===== src/sce_pkg.sv =====
// Shared constants and types for the seam cumulative energy block.
`default_nettype none
package sce_pkg;

	localparam int ENERGY_W = 16;
	localparam int RESULT_W = 32;
	localparam int IMAGE_WIDTH_W = 12;
	localparam logic [IMAGE_WIDTH_W-1:0] IMAGE_WIDTH_RESET = 12'd2048;
	localparam logic [RESULT_W-1:0] SAT_VALUE = 32'hFFFF_FFFF;

	// Per-pixel control carried from the column tracker into the arithmetic stage.
	typedef struct packed {
		logic first_row;
		logic row_last;
		logic has_left;
		logic has_right;
		logic fwd_upper;
		logic fwd_upper_right;
	} sce_flags_t;

endpackage
`default_nettype wire


===== src/sce_min_add.sv =====
// Neighbor minimum and saturating accumulate for one pixel.
`default_nettype none
module sce_min_add (
	input  wire sce_pkg::sce_flags_t        flags,
	input  wire [sce_pkg::ENERGY_W-1:0]     energy,
	input  wire [sce_pkg::RESULT_W-1:0]     rd_upper,
	input  wire [sce_pkg::RESULT_W-1:0]     rd_upper_right,
	input  wire [sce_pkg::RESULT_W-1:0]     fwd_data,
	input  wire [sce_pkg::RESULT_W-1:0]     held_left,
	output logic [sce_pkg::RESULT_W-1:0]    upper,
	output logic [sce_pkg::RESULT_W-1:0]    result
);
	import sce_pkg::*;

	logic [RESULT_W-1:0] upper_right;
	logic [RESULT_W-1:0] best;
	logic [RESULT_W:0]   sum;

	always_comb begin
		upper       = flags.fwd_upper ? fwd_data : rd_upper;
		upper_right = flags.fwd_upper_right ? fwd_data : rd_upper_right;
		best        = upper;
		if (flags.has_left && (held_left < best)) begin
			best = held_left;
		end
		if (flags.has_right && (upper_right < best)) begin
			best = upper_right;
		end
		sum = {1'b0, best} + (RESULT_W + 1)'(energy);
		if (flags.first_row) begin
			result = RESULT_W'(energy);
		end else if (sum[RESULT_W]) begin
			result = SAT_VALUE;
		end else begin
			result = sum[RESULT_W-1:0];
		end
	end

endmodule
`default_nettype wire


===== config.mk =====
export PLATFORM = sky130hd
export DESIGN_NAME = sce_min_add
export DESIGN_NICKNAME = d
export VERILOG_FILES = /design/src/sce_pkg.sv /design/src/sce_min_add.sv
export SDC_FILE = /design/constraint.sdc
export NUM_CORES = 1
export LEC_CHECK = 0
export ABC_AREA = 1
export BUFFER_PORTS_ARGS = -buffer_cell sky130_fd_sc_hd__buf_2
export CAP_MARGIN = 0
export CORE_ASPECT_RATIO = 1.4
export CORE_UTILIZATION = 45
export DETAILED_ROUTE_END_ITERATION = 16
export PLACE_DENSITY = 0.88
export RECOVER_POWER = 25
export SETUP_SLACK_MARGIN = 0.15
export SLEW_MARGIN = 40
export SYNTH_ARGS = -nofsm -noshare
export SYNTH_HDL_FRONTEND = slang
export SYNTH_SLANG_ARGS = --single-unit

===== constraint.sdc =====
create_clock -name vclk -period 11.9
set_input_delay 2.38 -clock vclk [all_inputs]
set_output_delay 2.38 -clock vclk [all_outputs]
set_load 0.02 [all_outputs]

# Word-level counts from Yosys, hierarchy flattened
# Index checks and enable logic that the tools add are counted.
[totals]
ff_bits = 0
input_bits = 150
word_cells = 11
[op_classes]
n_addsub = 1
order_cmp = 2
muxes = 6
n_reduce_logical = 2
[op_table]
columns = ["operator", "n"]
rows = [
  ["$mux W32", 6],
  ["$lt A32 B32 Y1", 2],
  ["$add A32 B16 Y33", 1],
  ["$logic_and A1 B1 Y1", 2],
]

# Longest topological paths before layout
[depth]
word_depth = 10
mapped_depth = 59
ltp_nobuf = 54

# Worst setup path before layout
# OpenSTA, ideal clock, no wires.
[synth_timing]
kind = "input -> output"
from = "in flags[1] (netlist bit)"
to = "out result[20] (netlist bit)"
arrival_ns = 9.004
t_required_ns = 9.520
setup_slack_ns = 0.516
cell_stages = 50
path_buffers = 5
path_cell_list = "inv_2 -> clkbuf_1 -> clkbuf_1 -> or2_2 -> o21ai_0 -> ha_1 -> nand2_1 -> inv_1 -> nand3_1 -> nor3_1 -> nand2_1 -> nand2_1 -> nand2_2 -> nand2_4 -> clkbuf_1 -> nand2_1 -> o21ai_0 -> inv_1 -> [14 not listed] -> inv_1 -> a31oi_1 -> o21ai_0 -> nand2_1 -> nand2_1 -> a21oi_1 -> o21bai_1 -> a21oi_1 -> o21bai_1 -> nand3_1 -> nand2_1 -> nand3_1 -> nand2_1 -> nand3_2 -> nor2_4 -> nand2_2 -> buf_6 -> a21oi_1"
[synth_via]
elab_chain_cells = 10
[synth_rtl]
columns = ["item", "line_no", "source"]
rows = [
  ["start: declaration", "sce_min_add.sv:4", "input wire sce_pkg::sce_flags_t flags,"],
  ["$mux W32 (*)", "sce_min_add.sv:20", "upper = flags.fwd_upper ? fwd_data : rd_upper;"],
  ["$lt A32 B32 Y1", "sce_min_add.sv:23", "if (flags.has_left && (held_left < best)) begin"],
  ["$logic_and A1 B1 Y1", "sce_min_add.sv:23", ""],
  ["$mux W32 (*)", "sce_min_add.sv:23", ""],
  ["$lt A32 B32 Y1", "sce_min_add.sv:26", "if (flags.has_right && (upper_right < best)) begin"],
  ["$logic_and A1 B1 Y1", "sce_min_add.sv:26", ""],
  ["$mux W32 (*)", "sce_min_add.sv:26", ""],
  ["$add A32 B16 Y33 (*)", "sce_min_add.sv:29", "sum = {1'b0, best} + (RESULT_W + 1)'(energy);"],
  ["$mux W32 (*)", "sce_min_add.sv:32", "end else if (sum[RESULT_W]) begin"],
  ["$mux W32 (*)", "sce_min_add.sv:30", "if (flags.first_row) begin"],
  ["end: declaration", "sce_min_add.sv:11", "output logic [sce_pkg::RESULT_W-1:0] result"],
]
# Mark *: on every way between the ends. The rest lies on a longest branch, timed or not.

# Worst setup path after layout
[layout_timing]
from = "in flags[1] (netlist bit)"
to = "out result[18] (netlist bit)"
# The elaborated chain is that of the path after synthesis.

==> flow_summary.json <==
{
  "max_freq_mhz": 87.4,
  "setup_viol": 0,
  "wl_um": 15300,
  "synth_top_cell_by_area": "ha_1",
  "antenna_left": 0,
  "status": "completed",
  "post-place-ws_ps": 1.41,
  "drc_errors": 0,
  "start_kind": "input port",
  "dieArea_um2": 10700,
  "crit_slowest_cell": "fa_1",
  "layout_min_cycle_time_ps": 11440,
  "seq_area_frac_synth_pct": 0,
  "ir_worst_vdd_mv": 0.0343,
  "grt_pass1_vias": 5639,
  "synth_nets": 1063,
  "setup_ws_ps": 462,
  "clock_buffers": 0,
  "num-fill-cells": 956,
  "die_w_um": 87.7,
  "post-dp-hpwl_um": 12800,
  "p_leak_nw": 3.56,
  "final_common_cell": "nand2_1",
  "hold_start": "rd_upper[15]",
  "arrival_ps": 9060,
  "seq_area_um2": 0,
  "drive_gt1_share_pct": 33.0,
  "required_ps": 9520,
  "grt_first_pass_wirelength_um": 23600,
  "via_per_inst": 5.16,
  "cp_top_family": "compound AO/OA/AOI/OAI gates",
  "grt_start_max_net_pins": 52,
  "endpoint_kind": "output port",
  "p_per_area_nw_per_um2": 77.0,
  "critPathLaunch": "flags[1]",
  "crit_buf_inv": 7,
  "slew_violations": 0,
  "core_area_um2": 9950,
  "drtIter0Drc": 219,
  "die_h_um": 122,
  "routedWlPerCell_um": 12.9,
  "critical_path.max_stage_delay_ps": 370,
  "vias": 6119,
  "hold_violations": 0,
  "area_growth_pct": 33.8,
  "io_pins": 214,
  "most-common-layout-cells": "nand2_1 (205), buf_2 (201), inv_1 (123)",
  "rows": 43,
  "nNetsFinal": 1281,
  "cpMostUsedCell": "o21ai_0",
  "io_buffer_count": 213,
  "seq_cells": 0,
  "worstHoldPathType": "in -> out",
  "syn_inst": 834,
  "rsz0062_at_grt": "true",
  "syn-cell-area_um2": 4630,
  "ys_warn_count": 0,
  "worst_pin_slew_ps": 597,
  "yosys.area.top_type_share_pct": 21.1,
  "p_total_uw": 477,
  "max_slew_margin_pct": 60.1,
  "drt-pass1-iter-count": 5,
  "n_antenna_cell": 0,
  "antenna_found_initial": 0,
  "crit_type": "in -> out",
  "hold_slack_ps": 5100,
  "synth.avg_cell_area_um2": 5.55,
  "grt_overflow": 0,
  "synth.area.top_cells": "ha_1 (21%), nand2_1 (17%), o21ai_0 (11%)",
  "start_util_pct": 46.5,
  "synth_cell_types": 35,
  "crit_fanout": 34,
  "gp_congestion": 0.897,
  "grt_usage_pct": 27.0,
  "fin_crit_sh_pct": 96.1,
  "cap_violations": 0
}
[cells by family after synthesis]
logic type | share of synthesized area, %
xor gates and xnor gates | 3.41
adders and majority gates | 21.5
buffers and inverters | 14.2
muxes | 3.16
and+or+nand+nor | 35.9
AOI/OAI and AO/OA | 21.8
[per-layer routing]
| metal | wire, um | global-route usage [%] |
|---|---|---|
| met2 | 8200 | 54.7 |
| met4 | 545 | 9.32 |
| met3 | 590 | 1.83 |
| met1 | 5920 | 28.0 |
| met5 | 0 | 0 |
[through the flow]
step	util (%)	instance area (um2)	cells	TNS, ps
CTS	59.5	5930	1176	0
floorplan	-	4630	834	0
global placement	59.5	5920	1176	0
finish	62.2	6190	1185	0
global route	62.2	6190	1185	-7.64
detailed placement	59.5	5920	1176	0
[synth_stat cells (all sizes together)]
cell	count
a211oi	7
a21oi	51
a31oi	18
buf	10
clkbuf	24
fa	1
ha	78
inv	128
mux2	13
nand2	220
nand3	42
nand3b	7
nand4	8
nor2	68
nor3	4
nor4	1
nor4b	1
o211ai	1
o21ai	108
o21bai	2
o221a	2
or2	22
xnor2	9
xor2	9
[worst paths after layout]
| path | cells after the start | endpoint | slack, ps |
|---|---|---|---|
| setup / recovery | 44 | result[18] | 460 |
| hold / removal | 4 | upper[15] | 5100 |
[power breakdown]
group / switching, mW / total, mW / internal (mW)
Clock: 0 / 0 / 0
Combinational: 0.288 / 0.477 / 0.189
Sequential: 0 / 0 / 0
Total: 0.288 / 0.477 / 0.189
[timing repair]
item | 4_1_cts | 5_1_grt
hold buffers | 0 | 0
setup buffers | 0 | 9
pin swaps | 0 | 31
endpoints found under the setup margin | 31 | 32
gates resized for setup | 5 | 80
[cell type report]
| class | instances | area (um2) | area share (%) |
|---|---|---|---|
| inverter | 128 | 493 | 7.96 |
| tap | 135 | 169 | 2.73 |
| timing repair buffer | 250 | 1390 | 22.4 |
| multi-input combinational | 672 | 4140 | 66.9 |
Note: power is estimated with default switching activity, not from simulation.
